## config.mk

```make
export PLATFORM = sky130hd
export DESIGN_NAME = tccw_cursor
export DESIGN_NICKNAME = d
export VERILOG_FILES = /design/src/rtl/tccw_pkg.sv /design/src/rtl/tccw_cursor.sv
export SDC_FILE = /design/constraint.sdc
export NUM_CORES = 1
export LEC_CHECK = 0
export BUFFER_PORTS_ARGS = -buffer_cell sky130_fd_sc_hd__buf_2
export CORE_AREA = 2 2 103 105
export CTS_BUF_LIST = sky130_fd_sc_hd__clkbuf_8 sky130_fd_sc_hd__clkbuf_16
export DETAILED_ROUTE_END_ITERATION = 8
export DIE_AREA = 0 0 105 107
export PLACE_DENSITY = 0.6
export SLEW_MARGIN = 15
export SYNTH_ARGS = -nofsm -noshare
export SYNTH_HDL_FRONTEND = slang
export SYNTH_SLANG_ARGS = --single-unit
export TNS_END_PERCENT = 50
```

## constraint.sdc

```tcl
create_clock -name clk -period 6.2 [get_ports clk]
set_clock_uncertainty 0.1 [all_clocks]
set_input_delay 1.24 -clock clk [delete_from_list [all_inputs] [get_ports clk]]
set_output_delay 1.24 -clock clk [all_outputs]
set_load 0.01 [all_outputs]
```

## src/rtl/tccw_pkg.sv

```systemverilog
// tccw_pkg: shared types, codes and default sizes for the text console writer
// no dependencies; imported by every module of the block

package tccw_pkg;

    // default screen geometry
    localparam int DEF_COLUMNS   = 80;
    localparam int DEF_ROWS      = 25;
    localparam int DEF_TAB_WIDTH = 8;

    // fixed field widths
    localparam int POS_W  = 11;
    localparam int DATA_W = 16;
    localparam int CHAR_W = 8;
    localparam int ATTR_W = 8;

    // reset attribute: light grey on black
    localparam logic [ATTR_W-1:0] ATTR_RESET = 8'h07;

    // operation codes
    localparam logic OP_PRINT = 1'b0;
    localparam logic OP_READ  = 1'b1;

    // control characters
    localparam logic [CHAR_W-1:0] CHAR_TAB     = 8'd9;
    localparam logic [CHAR_W-1:0] CHAR_NEWLINE = 8'd10;
    localparam logic [CHAR_W-1:0] CHAR_RETURN  = 8'd13;

    typedef enum logic [1:0] {
        KIND_PRINT,
        KIND_NEWLINE,
        KIND_RETURN,
        KIND_TAB
    } char_kind_t;

    typedef enum logic [2:0] {
        ST_CLEAR,
        ST_IDLE,
        ST_READ,
        ST_CALC,
        ST_UPDATE,
        ST_SCROLL,
        ST_DONE
    } seq_state_t;

    // sequencer to cursor unit
    typedef struct packed {
        logic       calc;
        logic       update;
        char_kind_t kind;
    } cur_cmd_t;

    function automatic char_kind_t char_kind(input logic [CHAR_W-1:0] ch);
        char_kind_t k;
        case (ch)
            CHAR_NEWLINE: k = KIND_NEWLINE;
            CHAR_RETURN:  k = KIND_RETURN;
            CHAR_TAB:     k = KIND_TAB;
            default:      k = KIND_PRINT;
        endcase
        return k;
    endfunction

endpackage

```

## src/rtl/tccw_cursor.sv

```systemverilog
// tccw_cursor: cursor and column registers with next-position arithmetic
// depends on tccw_pkg; tab stops found by reciprocal multiply with one correction

module tccw_cursor
    import tccw_pkg::*;
#(
    parameter int COLUMNS   = DEF_COLUMNS,
    parameter int ROWS      = DEF_ROWS,
    parameter int TAB_WIDTH = DEF_TAB_WIDTH
)
(
    input  logic                                 clk,
    input  logic                                 rst_n,
    input  cur_cmd_t                             cmd,
    output logic [$clog2(COLUMNS * ROWS)-1:0]    cursor,
    output logic                                 wrap
);

    localparam int CELLS = COLUMNS * ROWS;
    localparam int AW    = $clog2(CELLS);
    localparam int XW    = AW + 1;
    localparam int CW    = $clog2(COLUMNS);
    localparam logic [AW-1:0] TAB_M = AW'((1 << AW) / TAB_WIDTH);

    logic [AW-1:0]   cursor_reg;
    logic [AW-1:0]   cursor_next;
    logic [CW-1:0]   col_reg;
    logic [CW-1:0]   col_next;
    logic [2*AW-1:0] prod_reg;
    logic [XW-1:0]   t0_reg;

    logic [AW-1:0] q0;
    logic [XW-1:0] p;
    logic [XW-1:0] colx;
    logic [XW-1:0] row_next;
    logic [XW-1:0] tab_stop;
    logic [XW-1:0] p_new;
    logic [XW-1:0] col_wide;

    // cursor times reciprocal of the tab width, free running
    always_ff @(posedge clk)
    begin
        prod_reg <= (2*AW)'(cursor_reg) * (2*AW)'(TAB_M);
    end

    assign q0 = prod_reg[2*AW-1:AW];

    // candidate tab stop, may still be one stop short
    always_ff @(posedge clk)
    begin
        if (cmd.calc)
        begin
            t0_reg <= XW'(q0) * XW'(TAB_WIDTH) + XW'(TAB_WIDTH);
        end
    end

    // next position for the pending character
    always_comb
    begin
        p        = XW'(cursor_reg);
        colx     = XW'(col_reg);
        row_next = p + XW'(COLUMNS) - colx;
        tab_stop = (t0_reg <= p) ? t0_reg + XW'(TAB_WIDTH) : t0_reg;
        p_new    = p;
        col_wide = colx;
        case (cmd.kind)
            KIND_PRINT:
            begin
                p_new    = p + XW'(1);
                col_wide = (col_reg == CW'(COLUMNS - 1)) ? '0 : colx + XW'(1);
            end
            KIND_NEWLINE:
            begin
                p_new    = row_next;
                col_wide = '0;
            end
            KIND_RETURN:
            begin
                p_new    = p - colx;
                col_wide = '0;
            end
            KIND_TAB:
            begin
                if (tab_stop < row_next)
                begin
                    p_new    = tab_stop;
                    col_wide = colx + (tab_stop - p);
                end
                else
                begin
                    p_new    = row_next;
                    col_wide = '0;
                end
            end
            default:
            begin
                p_new    = p;
                col_wide = colx;
            end
        endcase
        wrap        = cmd.update && (p_new >= XW'(CELLS));
        cursor_next = wrap ? AW'(p_new - XW'(COLUMNS)) : p_new[AW-1:0];
        col_next    = col_wide[CW-1:0];
    end

    // cursor state
    always_ff @(posedge clk or negedge rst_n)
    begin
        if (!rst_n)
        begin
            cursor_reg <= '0;
            col_reg    <= '0;
        end
        else if (cmd.update)
        begin
            cursor_reg <= cursor_next;
            col_reg    <= col_next;
        end
    end

    assign cursor = cursor_reg;

endmodule

```

* After elaboration in Yosys (flattened, before gate mapping) *
Index checks and enable logic that the tools add are counted.

storage, ports and cells
  register bits = 41
  input port bits = 6
  output and inout port bits = 12
  word-level logic and storage cells = 31

cells by class
  $add $sub $neg = 10
  $lt $le $gt $ge = 3
  equal/unequal tests = 4
  muxes and demuxes = 7
  reduce and logical (&&, ||, !) cells = 3

operators by type and width
  cell                                                   number
  one-hot mux 12 bit (4 select lines)                    1
  two-way mux 12 bit                                     2
  one-hot mux 7 bit (3 select lines)                     1
  two-way mux 7 bit                                      2
  adder 11 x 1 -> 12 bit, second input constant          1
  adder 11 x 4 -> 12 bit, second input constant          1
  adder 11 x 7 -> 12 bit, second input constant          1
  adder 12 x 4 -> 12 bit, second input constant          1
  >= comparator 12 x 11 -> 1 bit, second input constant  1
  less-or-equal comparator 12 x 11 -> 1 bit              1
  < comparator 12 bit                                    1
  subtractor 11 x 7 -> 12 bit                            1
  subtractor 12 x 7 -> 12 bit                            1
  two-way mux 11 bit                                     1
  subtractor 11 x 7 -> 11 bit, second input constant     1
  adder 7 x 1 -> 7 bit, second input constant            1
  adder 7 bit                                            1
  equality test 7 bit, second input constant             1
  subtractor 7 bit                                       1
  equality test 2 bit, second input constant             2
  equality test 2 x 1 -> 1 bit, second input constant    1
  zero test 2 bit                                        1
  OR reduction 2 bit                                     1
  logical AND 1 bit                                      1

* Depth between registers and ports, before layout *
  depth after elaboration = 8
  mapped depth = 26

* Worst setup path before layout *
No wires, ideal clock.

  path kind = register to output
  start = register cursor_reg[1] (netlist: cursor[1])
  end = output wrap
  arrival time = 5.387 ns
  slack = -0.527 ns
  stages on the path, launching flop included = 23
  path buffers = 1
  path through = dfrtp_1 -> inv_1 -> ha_1 -> ha_1 -> fa_1 -> a21o_1 -> a221oi_1 -> a21oi_1 -> o31ai_1 -> ha_1 -> nand4_2 -> nor3_1 -> or4b_4 -> or2_1 -> buf_6 -> o32a_1 -> nand3_1 -> ha_1 -> nand2_1 -> o32ai_1 -> and4bb_1 -> a21boi_2 -> and2b_2

on the way
  longest elaborated chain between the ends = 7
  elaborated cells on any way between the ends = 11
  classes of those cells = add/sub: 4; order compare: 3; mux: 3; reduce/logical: 1

ends and longest elaborated chain
  element                                                                              line                                  text
  from (decl)                                                                          tccw_cursor.sv:25                     logic [AW-1:0] cursor_reg;
  from (signal assigned)                                                               tccw_cursor.sv:116                    cursor_reg <= cursor_next;
  adder 11 x 7 -> 12 bit or less-or-equal comparator 12 x 11 -> 1 bit (tied branches)  tccw_cursor.sv:62, tccw_cursor.sv:63
  subtractor 12 x 7 -> 12 bit or two-way mux 12 bit (tied branches)                    tccw_cursor.sv:62, tccw_cursor.sv:63
  < comparator 12 bit                                                                  tccw_cursor.sv:84                     if (tab_stop < row_next)
  two-way mux 12 bit                                                                   tccw_cursor.sv:84
  one-hot mux 12 bit (4 select lines) (*)                                              tccw_cursor.sv:66                     case (cmd.kind)
  >= comparator 12 x 11 -> 1 bit (*)                                                   tccw_cursor.sv:101                    wrap = cmd.update && (p_new >= XW'(CELLS));
  logical AND 1 bit (*)                                                                tccw_cursor.sv:101
  to (decl)                                                                            tccw_cursor.sv:16                     output logic wrap

Mark *: on every way between the ends. The rest lies on a longest branch, timed or not.

* Worst setup path in the final report *
Same ends and word-level chain as after synthesis.

==> impl_results.md <==
* Status: complete, but fails checks
* Violated checks: negative setup slack
* Critical-path top delay cell: or4b_4
* EDFF count, synth at 9
* DRC violation total after the first TritonRoute iteration at 170
* Mean Syn Cell Area at 8.756 um^2
* #FFs+latches synth at 35
* Synth warn at 0
* Largest net degree at the start of global routing at 35
* Dpl hpwl at 9.763 mm
* Share of cells above drive strength 1 at 31.46%
* Slowest stage delay, CP at 0.50 ns
* Req. time, crit path at 4.86 ns
* N_diodes at 0
* Core Region at 10090 um^2
* Area Growth Syn to Fin at 30.86%
* Most repeated library cell on the critical path: ha_4
* Register-to-register setup slack at 0.59 ns
* Final hold slack at 0.4208 ns
* Routed Antenna Nets at 0
* Non-filler cells, final at 705
* Die height at 107 um
* First-pass GRT wire length at 19.89 mm
* Worst hold path class: reg2reg
* CP Data Arrival Time at 5.43 ns
* Worst slew pin tran at 0.8945 ns
* Total track usage at 22.65%
* # IOs at 18
* DRT Pass-1 Iters at 5
* Post-synth top area cell: ha_1
* Sink Count at 35
* Highest clock rate at 147.7 MHz
* Layout net count at 641
* DP Worst Slack at -0.5083 ns
* FF/Latch Area at 884.6 um^2
* Final period utilization at 109.2%
* Most common library cells after synthesis: 61 x ha_1, 44 x inv_1, 33 x nor2_1
* Number of flip-flops in the largest register at 11
* Worst r2r src: cursor[1]
* Crit Path Max Fanout at 3
* Clk root buf: clkbuf_8
* Seq/Total Area, Yosys at 22.26%
* Post-synth ARST share at 51.43%
* Initial antenna violation count at 0
* Multi-input gate area at 3002 um^2
* CTS clk-pin slew, worst paths at 0.09 ns
* Fillers at 978
* Synth unique cells at 82
* CTS tree: built
* Crit path capture type: output port
* CTS Buffer Depth at 2
* Final setup violating endpoints at 1
* Row cnt at 37
* Clock Latency Late Sink at 0.31 ns
* Residual DRC at 0
* Wirelength per Cell at 17.22 um
* Crit path kind: reg2out
* Hold Fails Final Rpt at 0
* Cell Area, Synth at 3958 um^2
* GRT overflow at 0
* Rel. slew slack at 39.59%
* Final Max Slew Viols at 0
* Crit path launch type: flop
* WL final at 12.14 mm
* Worst-path cell chain: inv_2, ha_4, ha_4, fa_2, a21o_1, a221o_1, buf_4, xnor2_2, ha_1, a21oi_1, nor2_1, or4b_4, or2_1, o32a_1, nand3_2, ha_2, nand2_1, nor4_2, o32ai_2, and4bb_1, a21boi_2, and2b_2, buf_6
* CP endpoint: wrap
* Minimum clock period at 6.771 ns
* CP startpoint: cursor[1]
* Maxcap violations at 0
* Reg2reg path depth at 24
* Top cell type's share of synthesized area at 19.29%
* Reg-to-Reg End: cursor[5]
* Die area at 11240 um^2
* Synth area leaders: ha_1 19%, dfrtp_1 11%, edfxtp_1 6.8%, xnor2_1 4.6%, inv_1 4.2%
* Final GP Congestion at 0.9203
* Top-count cell post-synth: ha_1
* Cells after DPL at 694
* Syn nets at 525
* Die X at 105 um
* Final worst slack at -0.5707 ns
* Starting Density at 39.21%
* Unrepaired setup endpoints after global routing: yes
* Min-delay src: prod_reg[11]
* DR vias/cell at 5.411
* Cell count after synthesis at 452
* Top FF cell, synth: dfrtp_1
* Port Buffers at 17
* Vias in the first global route at 3885
* Num CTS Buffers at 5
* # hold bufs at CTS at 0
* H-Tree Depth at 2
* Vias at 3815
[layout make-up]
cell class                 count  share of cell area (%)
timing repair buffer         120                   16.69
sequential                    35                   17.08
clock buffer                   5                   1.329
tap                          136                   3.286
multi-input combinational    362                   57.96
clock inverter                 3                  0.4590
inverter                      44                   3.189
[worst max-delay path: cells and delay by family, from the launching register on]
kind                       cells  cell delay (ns)
DFF                            1             0.44
xor gates and xnor gates       1             0.24
adders and majority gates      5             1.23
buffers and inverters          3             0.33
and+or+nand+nor                8             1.67
AOI/OAI and AO/OA              6             1.21
[how the worst min path moves through the flow]
| stage | to | slack (ns) | depth (start not counted) |
|---|---|---|---|
| floorplan | prod_reg[12] | 0.35 | 0 |
| global placement | t0_reg[3] | 0.40 | 1 |
| detailed placement | prod_reg[18] | 0.41 | 1 |
| CTS | t0_reg[3] | 0.43 | 1 |
| global route | t0_reg[3] | 0.44 | 1 |
| finish | t0_reg[3] | 0.42 | 1 |
[metal layers]
layer / global-route usage [%] / up-vias / part of all wire [%]
li1: - / 1883 / -
met1: 30.16 / 1809 / 46
met2: 37.38 / 102 / 47
met3: 2.918 / 21 / 4.5
met4: 8.762 / 0 / 2.4
met5: 0 / - / 0
[through the flow]
stage	area (um^2)	util, %	TNS (ns)
final	5179	51.31	-0.5707
after global routing	5179	51.31	-0.7861
after CTS	5139	50.92	-0.5287
after detailed placement	4940	48.95	-0.5083
after global placement	4940	48.95	-0.3601
after floorplan	4019	-	-0.1705
[cells by family (layout without fill, tap and decap cells)]
group                      after synthesis  after routing  synth area share (%)
and+or+nand+nor                        124            124                 16.50
muxes                                   10             10                 2.624
DFF                                     35             35                 22.26
buffers and inverters                   55            172                 6.323
AOI/OAI and AO/OA                      127            127                 22.45
adders and majority gates               67             67                 22.32
xor gates and xnor gates                34             34                 7.525
[cells in the final DEF, fill, tap and decap left out, types with 8 or more instances in the layout]
cell type	netlist	layout
a21oi_1	32	31
buf_2	1	16
buf_4	0	103
dfrtp_1	18	15
dfxtp_1	8	8
edfxtp_1	9	9
ha_1	61	54
inv_1	44	42
nand2_1	31	30
nand3_1	15	14
nor2_1	33	33
o21ai_0	25	24
xnor2_1	21	20
xor2_1	13	13
[what timing repair did]
action	in CTS	in global routing
buffers inserted	3	0
endpoints found under the setup margin	1	1
gates resized for setup	11	8
pin swaps	4	1
Power is not shown: default switching activity piles up to over one toggle a cycle in this logic, so the estimate is an artifact.
