==> src/rtl/tccw_pkg.sv <==
// tccw_pkg: shared types, codes and default sizes for the text console writer
// no dependencies; imported by every module of the block

package tccw_pkg;

    // default screen geometry
    localparam int DEF_COLUMNS   = 80;
    localparam int DEF_ROWS      = 25;
    localparam int DEF_TAB_WIDTH = 8;

    // fixed field widths
    localparam int POS_W  = 11;
    localparam int DATA_W = 16;
    localparam int CHAR_W = 8;
    localparam int ATTR_W = 8;

    // reset attribute: light grey on black
    localparam logic [ATTR_W-1:0] ATTR_RESET = 8'h07;

    // operation codes
    localparam logic OP_PRINT = 1'b0;
    localparam logic OP_READ  = 1'b1;

    // control characters
    localparam logic [CHAR_W-1:0] CHAR_TAB     = 8'd9;
    localparam logic [CHAR_W-1:0] CHAR_NEWLINE = 8'd10;
    localparam logic [CHAR_W-1:0] CHAR_RETURN  = 8'd13;

    typedef enum logic [1:0] {
        KIND_PRINT,
        KIND_NEWLINE,
        KIND_RETURN,
        KIND_TAB
    } char_kind_t;

    typedef enum logic [2:0] {
        ST_CLEAR,
        ST_IDLE,
        ST_READ,
        ST_CALC,
        ST_UPDATE,
        ST_SCROLL,
        ST_DONE
    } seq_state_t;

    // sequencer to cursor unit
    typedef struct packed {
        logic       calc;
        logic       update;
        char_kind_t kind;
    } cur_cmd_t;

    function automatic char_kind_t char_kind(input logic [CHAR_W-1:0] ch);
        char_kind_t k;
        case (ch)
            CHAR_NEWLINE: k = KIND_NEWLINE;
            CHAR_RETURN:  k = KIND_RETURN;
            CHAR_TAB:     k = KIND_TAB;
            default:      k = KIND_PRINT;
        endcase
        return k;
    endfunction

endpackage

==> src/rtl/tccw_seq.sv <==
// tccw_seq: transaction sequencer, clear and scroll sweeps, result register
// depends on tccw_pkg; drives the screen ram ports and the cursor unit

module tccw_seq
    import tccw_pkg::*;
#(
    parameter int COLUMNS = DEF_COLUMNS,
    parameter int ROWS    = DEF_ROWS
)
(
    input  logic                              clk,
    input  logic                              rst_n,
    input  logic                              in_valid,
    output logic                              in_stall,
    input  logic                              operation,
    input  logic [CHAR_W-1:0]                 char_code,
    input  logic [POS_W-1:0]                  cell_index,
    output logic                              out_valid,
    input  logic                              out_stall,
    output logic [POS_W-1:0]                  cursor_pos,
    output logic [DATA_W-1:0]                 read_data,
    output logic                              scrolled,
    input  logic [ATTR_W-1:0]                 attr,
    input  logic [$clog2(COLUMNS * ROWS)-1:0] cursor,
    input  logic                              wrap,
    output cur_cmd_t                          cmd,
    output logic                              ram_we,
    output logic [$clog2(COLUMNS * ROWS)-1:0] ram_waddr,
    output logic [DATA_W-1:0]                 ram_wdata,
    output logic [$clog2(COLUMNS * ROWS)-1:0] ram_raddr,
    input  logic [DATA_W-1:0]                 ram_rdata
);

    localparam int CELLS = COLUMNS * ROWS;
    localparam int AW    = $clog2(CELLS);
    localparam int XW    = AW + 1;
    localparam int WW    = AW + POS_W;

    seq_state_t state_reg;
    seq_state_t state_next;

    logic [XW-1:0]     cnt_reg;
    char_kind_t        kind_reg;
    logic              in_range_reg;
    logic [DATA_W-1:0] rd_val_reg;
    logic              scr_reg;
    logic              out_valid_reg;
    logic [POS_W-1:0]  cursor_pos_reg;
    logic [DATA_W-1:0] read_data_reg;
    logic              scrolled_reg;

    logic [WW-1:0] idx_w;
    logic [WW-1:0] cur_w;
    logic [XW-1:0] cnt_m1;
    logic [XW-1:0] src_addr;
    logic          accept;
    logic          out_load;

    assign idx_w    = WW'(cell_index);
    assign cur_w    = WW'(cursor);
    assign cnt_m1   = cnt_reg - XW'(1);
    assign src_addr = cnt_reg + XW'(COLUMNS);
    assign accept   = (state_reg == ST_IDLE) && in_valid;
    assign out_load = (state_reg == ST_DONE) && (!out_valid_reg || !out_stall);

    // next state
    always_comb
    begin
        state_next = state_reg;
        case (state_reg)
            ST_CLEAR:
            begin
                if (cnt_reg == XW'(CELLS - 1))
                begin
                    state_next = ST_IDLE;
                end
            end
            ST_IDLE:
            begin
                if (in_valid)
                begin
                    state_next = (operation == OP_READ) ? ST_READ : ST_CALC;
                end
            end
            ST_READ:   state_next = ST_DONE;
            ST_CALC:   state_next = ST_UPDATE;
            ST_UPDATE: state_next = wrap ? ST_SCROLL : ST_DONE;
            ST_SCROLL:
            begin
                if (cnt_reg == XW'(CELLS))
                begin
                    state_next = ST_DONE;
                end
            end
            ST_DONE:
            begin
                if (out_load)
                begin
                    state_next = ST_IDLE;
                end
            end
            default:   state_next = ST_CLEAR;
        endcase
    end

    // outputs per state: handshake, cursor commands, ram ports
    always_comb
    begin
        in_stall   = 1'b1;
        cmd.calc   = 1'b0;
        cmd.update = 1'b0;
        cmd.kind   = kind_reg;
        ram_we     = 1'b0;
        ram_waddr  = cursor;
        ram_wdata  = {attr, char_code};
        ram_raddr  = idx_w[AW-1:0];
        case (state_reg)
            ST_CLEAR:
            begin
                ram_we    = 1'b1;
                ram_waddr = cnt_reg[AW-1:0];
                ram_wdata = '0;
            end
            ST_IDLE:
            begin
                in_stall = 1'b0;
                ram_we   = in_valid && (operation == OP_PRINT)
                           && (char_kind(char_code) == KIND_PRINT);
            end
            ST_CALC:
            begin
                cmd.calc = 1'b1;
            end
            ST_UPDATE:
            begin
                cmd.update = 1'b1;
            end
            ST_SCROLL:
            begin
                // read one row below, write the cell read in the cycle before
                ram_raddr = (src_addr < XW'(CELLS)) ? src_addr[AW-1:0] : '0;
                ram_we    = (cnt_reg != '0);
                ram_waddr = cnt_m1[AW-1:0];
                ram_wdata = (cnt_m1 < XW'(CELLS - COLUMNS)) ? ram_rdata : '0;
            end
            default:
            begin
                in_stall = 1'b1;
            end
        endcase
    end

    // state register and sweep counter
    always_ff @(posedge clk or negedge rst_n)
    begin
        if (!rst_n)
        begin
            state_reg <= ST_CLEAR;
            cnt_reg   <= '0;
        end
        else
        begin
            state_reg <= state_next;
            if (state_reg == ST_CLEAR)
            begin
                cnt_reg <= (cnt_reg == XW'(CELLS - 1)) ? '0 : cnt_reg + XW'(1);
            end
            else if (state_reg == ST_SCROLL)
            begin
                cnt_reg <= (cnt_reg == XW'(CELLS)) ? '0 : cnt_reg + XW'(1);
            end
        end
    end

    // per-transaction working values
    always_ff @(posedge clk)
    begin
        if (accept)
        begin
            kind_reg     <= char_kind(char_code);
            in_range_reg <= (idx_w < WW'(CELLS));
            rd_val_reg   <= '0;
            scr_reg      <= 1'b0;
        end
        if (state_reg == ST_READ)
        begin
            rd_val_reg <= in_range_reg ? ram_rdata : '0;
        end
        if (state_reg == ST_UPDATE)
        begin
            scr_reg <= wrap;
        end
    end

    // result register
    always_ff @(posedge clk or negedge rst_n)
    begin
        if (!rst_n)
        begin
            out_valid_reg <= 1'b0;
        end
        else if (out_load)
        begin
            out_valid_reg <= 1'b1;
        end
        else if (!out_stall)
        begin
            out_valid_reg <= 1'b0;
        end
    end

    always_ff @(posedge clk)
    begin
        if (out_load)
        begin
            cursor_pos_reg <= cur_w[POS_W-1:0];
            read_data_reg  <= rd_val_reg;
            scrolled_reg   <= scr_reg;
        end
    end

    assign out_valid  = out_valid_reg;
    assign cursor_pos = cursor_pos_reg;
    assign read_data  = read_data_reg;
    assign scrolled   = scrolled_reg;

endmodule

==> config.mk <==
export PLATFORM = sky130hd
export DESIGN_NAME = tccw_seq
export DESIGN_NICKNAME = d
export VERILOG_FILES = /design/src/rtl/tccw_pkg.sv /design/src/rtl/tccw_seq.sv
export SDC_FILE = /design/constraint.sdc
export NUM_CORES = 1
export LEC_CHECK = 0
export BUFFER_PORTS_ARGS = -buffer_cell sky130_fd_sc_hd__buf_2
export CAP_MARGIN = 15
export CORE_UTILIZATION = 40
export DETAILED_ROUTE_END_ITERATION = 8
export HOLD_SLACK_MARGIN = 0.12
export PLACE_DENSITY = 0.76
export REMOVE_ABC_BUFFERS = 1
export SETUP_SLACK_MARGIN = 0.4
export SLEW_MARGIN = 20
export SYNTH_ARGS = -nofsm -noshare
export SYNTH_HDL_FRONTEND = slang
export SYNTH_SLANG_ARGS = --single-unit
==> constraint.sdc <==
create_clock -name clk -period 2.7 [get_ports clk]
set_input_delay 0.135 -clock clk [delete_from_list [all_inputs] [get_ports clk]]
set_output_delay 0.135 -clock clk [all_outputs]
set_load 0.02 [all_outputs]
======== Word-level counts from Yosys, hierarchy flattened ========
Index checks and enable logic that the tools add are counted.
cells by class
  multipliers ............................. 0
  reduce and logical (&&, ||, !) cells .... 14
  equality and inequality tests ........... 16
  divide/modulo/power cells ............... 0
  add/subtract/negate cells ............... 3
  shifts and indexed selects .............. 0
  bitwise gates (word level) .............. 1
  $lt $le $gt $ge ......................... 3
  mux-type cells .......................... 29
operator list
  kind                                                          number
  2-to-1 mux 16 bit                                             4
  2-to-1 mux 12 bit                                             4
  one-hot mux 16 bit (2 select lines)                           1
  == test 12 x 11 -> 1 bit, second input constant               2
  == test 8 x 4 -> 1 bit, second input constant                 3
  less-than comparator 12 x 11 -> 1 bit, second input constant  2
  2-to-1 mux 11 bit                                             2
  one-hot mux 11 bit (2 select lines)                           1
  one-hot mux 3 bit (7 select lines)                            1
  adder 12 x 1 -> 12 bit, second input constant                 1
  adder 12 x 7 -> 12 bit, second input constant                 1
  2-to-1 mux 3 bit                                              4
  nonzero test 12 bit                                           1
  subtractor 12 x 1 -> 12 bit, second input constant            1
  less-than comparator 11 bit, second input constant            1
  == test 3 bit, second input constant                          3
  2-to-1 mux 1 bit                                              8
  inequality test 2 bit, second input constant                  4
  == test 3 x 2 -> 1 bit, second input constant                 2
  one-hot mux 2 bit (3 select lines)                            1
  nonzero test 2 bit                                            3
  logical AND 1 bit                                             4
  2-to-1 mux 2 bit                                              2
  AND reduction 4 bit                                           1
  other kinds (8)                                               9
storage, ports and cells
  output and inout port bits .............. 73
  memories kept ........................... 0
  logic and storage cells ................. 76
  memory bits (read-only) ................. 0
  memory bits (writable) .................. 0
  input bits .............................. 60
  flip-flop bits (word level) ............. 64
  latch bits .............................. 0

======== Depth between registers and ports, before layout ========
  word-level depth ........................ 6
  depth in mapped cells ................... 9
  mapped depth without buffers ............ 7

======== Worst setup path after synthesis ========
OpenSTA, ideal clock, no wires.
  kind .................................... flip-flop to flip-flop
  start point ............................. register state_reg[1]
  end point ............................... register cursor_pos_reg[0] (netlist: cursor_pos[0]), enable pin
  setup slack ............................. -0.278 ns
  library setup time ...................... 0.422 ns
  period minus slack after synthesis ...... 2.978 ns
  cell stages (with the launch flop) ...... 6
  data arrival time ....................... 2.556 ns
  required time ........................... 2.278 ns
  buffers on the path ..................... 3
  path through ............................ dfrtp_1 -> clkbuf_1 -> clkbuf_1 -> clkbuf_1 -> nand2_1 -> a21oi_1
on the way
  cells in the longest elaborated chain, start to end .. 2
RTL lines
  item                    RTL line         RTL
  start, declared         tccw_seq.sv:39   seq_state_t state_reg;
  start signal, assigned  tccw_seq.sv:163  state_reg <= state_next;
  == test 3 bit           tccw_seq.sv:64   assign out_load = (state_reg == ST_DONE) && (!out_valid_reg || !out_stall);
  logical AND 1 bit       tccw_seq.sv:64
  via out_load            tccw_seq.sv:57   logic out_load;
  end signal, assigned    tccw_seq.sv:216  cursor_pos_reg <= cur_w[POS_W-1:0];
  end, declared           tccw_seq.sv:48   logic [POS_W-1:0] cursor_pos_reg;
The timed path passes the listed nets, and every way through them passes these cells.
A chain may end at the register's enable or synchronous reset.

======== Final worst setup path ========
  start point ............................. register cnt_reg[0]
  end point ............................... output ram_wdata[8]
on the way
  cells in the longest elaborated chain, start to end .. 4
RTL lines
  item                                   RTL line         RTL
  start, declared                        tccw_seq.sv:42   logic [XW-1:0] cnt_reg;
  start signal, assigned                 tccw_seq.sv:166  cnt_reg <= (cnt_reg == XW'(CELLS - 1)) ? '0 : cnt_reg + XW'(1);
  start signal, assigned                 tccw_seq.sv:170  cnt_reg <= (cnt_reg == XW'(CELLS)) ? '0 : cnt_reg + XW'(1);
  subtractor 12 x 1 -> 12 bit            tccw_seq.sv:61   assign cnt_m1 = cnt_reg - XW'(1);
  less-than comparator 12 x 11 -> 1 bit  tccw_seq.sv:144  ram_wdata = (cnt_m1 < XW'(CELLS - COLUMNS)) ? ram_rdata : '0;
  2-to-1 mux 16 bit                      tccw_seq.sv:144
  one-hot mux 16 bit (2 select lines)    tccw_seq.sv:117  case (state_reg)
  end, declared                          tccw_seq.sv:29   output logic [DATA_W-1:0] ram_wdata,
No other way between the ends.

==> flow_summary.yaml <==
flow_run:
  max_cap_viol_count: 0
global_route:
  overflow: 0
  antenna_found_initial: 0
  grt_max_degree: 26
  grt_usage_pct: 26.4
  grt_pass1_vias: 3956
  grt_pass1_wl_um: 20100
floorplanning:
  rows: 35
  die_w_um: 100
  core_area_um2: 9280
  ios: 133
  die-area_um2: 10000
  fp.dieH_um: 100
  initial_utilization_pct: 41.5
synthesis:
  synthCells: 394
  synth_edf_count: 48
  synth_most_common_cell: "nand2_1"
  synth_area_leader_cell: "edfxtp_1"
  synth_simple_gate_area_share_pct: 20.5
  synth_top_area_share_pct: 37.4
  synth.distinct_cells: 60
  synthArstFlopShare_pct: 25.0
  synth-seq-cells: 64
  synthMuxAreaShare_pct: 0.649
  synthAdderAreaFrac_pct: 2.60
  yosys-top-cells-area: "edfxtp_1, dfrtp_1, nand2_1"
  synth_ff_type: "edfxtp_1"
  ys_seq_area_share_pct: 47.8
  syn_area_um2: 3850
  netlist_top_cells_count: "nand2_1, edfxtp_1, nor2_1, clkbuf_1, o21ai_0"
  ys.warnings.count: 0
  synth_compound_area_share_pct: 17.9
  synth_xor_xnor_area_share_pct: 5.23
  synth_top_family_by_area: "simple AND/OR/NAND/NOR gates"
  syn_area_per_cell_um2: 9.78
clock_tree:
  clock_latency_ns: 0.35
  htree_levels: 3
  cts_made_buffers: 9
  cts.clk_slew.worst_paths_ns: 0.08
  clockRootBuffer: "clkbuf_8"
  clock_path_buffers: 2
  cts_sinks: 64
  cts_tree: "built"
sta:
  finalCritPeriodShare_pct: 106
  hold_ws_ns: 0.133
  worst_slack_ns: -0.153
  fin_crit_ns: 2.85
  timing_hold_violations_final: 0
  finClkSkew_ns: 0.00522
  setup_tns_ns: -2.24
  slew_headroom_pct: 60.3
  grt_setup_unrepaired: "yes"
  final_max_slew_viol_count: 0
  tightest_slew_ns: 0.591
  fmax_mhz: 350
  setup-violations-final: 17
finish:
  drive_gt1_share_pct: 46.2
  diodes: 0
  nNetsFinal: 662
  areaGrowthSynthToFinish_pct: 60.8
hold_path:
  hold_class: "in2reg"
critical_path:
  critPathMaxFanout: 8
  cp_data_arrival_time_ns: 2.72
  cp-start-kind: "flip-flop"
  crit_required_ns: 2.57
  worstSetupPathType: "reg2out"
  cp-end-kind: "output port"
placement:
  detailed_place_hpwl_um: 7940
  io_buffers: 132
  finalWeightedCongestion: 0.946
power_and_ir_drop:
  power.internal_mw: 3.79
  p_leak_nw: 2.60
  p_per_area_nw_per_um2: 1110
  clock_power_share_pct: 13.8
  ir_drop_mv: 0.526
  p_seq_share_pct: 21.7
  swShare_pct: 45.0
  p_comb_share_pct: 64.5
  p_sw_mw: 3.11
detailed_routing:
  drt-total-wl_um: 14200
  dr.pass1.iters: 6
  drc_errors: 0
  drtAntennaViolNets: 0
  vias_per_cell: 5.81
  drt_iter0_drc: 400
  route.vias.total: 4231
  routedWlPerCell_um: 19.5
outcome:
  status: "finished with violations"
  violations: "setup timing"
-- final timing paths --
| path | from | to | slack, ns | cells past startpoint |
|---|---|---|---|---|
| min | ram_rdata[2] | rd_val_reg[2] | 0.13 | 2 |
| max | cnt_reg[0] | ram_wdata[8] | -0.15 | 8 |
| max in group asynchronous | rst_n | state_reg[0] | 2.13 | 2 |
| min in group asynchronous | rst_n | cnt_reg[6] | 0.25 | 2 |
| max reg2reg | cnt_reg[3] | cnt_reg[11] | 0.54 | 7 |
| min reg2reg | rd_val_reg[14] | read_data[14] | 0.42 | 0 |
-- cell usage in the layout, fill, tap and decap left out, drive strengths merged, types with 13 or more instances in the layout --
cell type,instances
a21oi,17
inv,13
buf,191
dlygate4sd3,29
nand2,55
o21ai,31
dfrtp,16
nor2,23
xor2,14
and2,17
edfxtp,48
-- power by group through the flow --
stage | combinational, mW | sequential (mW) | clock, mW
5_1_grt | 4.65 | 1.51 | 1.01
4_1_cts | 3.90 | 1.47 | 0.956
2_1_floorplan | 1.76 | 1.72 | 0
3_3_place_gp | 3.01 | 1.50 | 0
3_5_place_dp | 3.07 | 1.51 | 0
6_report | 4.45 | 1.50 | 0.955
-- area by class of cell --
type | count | area, um^2
inverters | 13 | 56.3
clock buffers | 9 | 124
flip-flops and latches | 64 | 1850
well taps | 129 | 161
multi-input cells | 286 | 2200
repair buffers | 220 | 1700
clock inverters | 7 | 104
fillers | 637 | 3090
-- metrics by stage --
stage	instances	util [%]	worst slack, ns	instance area, um^2	power, mW
6_report	728	66.8	-0.153	6200	6.90
2_1_floorplan	363	-	-0.250	3700	3.48
3_3_place_gp	650	51.2	0.175	4750	4.51
5_1_grt	728	66.8	-0.194	6200	7.17
3_5_place_dp	650	51.2	-0.0706	4750	4.58
4_1_cts	720	63.9	-0.0421	5930	6.33
-- timing repair --
item                                   in CTS  in global routing
setup endpoints to repair                  42                 47
pin swaps                                  21                 20
hold buffers                               29                  0
cloned                                      1                  0
setup buffers                              24                  8
gates resized for setup                   125                 45
endpoints found under the hold margin      44                  0
-- per-layer routing --
layer / up-vias / GRT usage, % / routed length [um]
met5: - / 3.08 / 0
met4: 0 / 15.4 / 771
met3: 92 / 5.92 / 1300
li1: 1830 / - / -
met2: 325 / 45.4 / 7020
met1: 1984 / 29.9 / 5070
-- logic make-up (layout without fill, tap and decap cells) --
group / count (synthesis) / in the layout
AND/OR/NAND/NOR: 154 / 154
AO/OA/AOI/OAI: 99 / 99
flip-flops: 64 / 64
buffers and inverters: 44 / 249
XOR/XNOR: 23 / 23
adder cells (fa/ha/maj): 8 / 8
multiplexers: 2 / 2
-- critical path, cell delays in order (launching register included) --
cell and delay, ns:
dfrtp_1 0.42, or3_4 0.44, or4_4 0.54, mux2_4 0.29, a21oi_4 0.19, buf_6 0.13, buf_16 0.14, o21ai_4 0.07
buf_6 0.14
(Power assumes the default switching activity.)
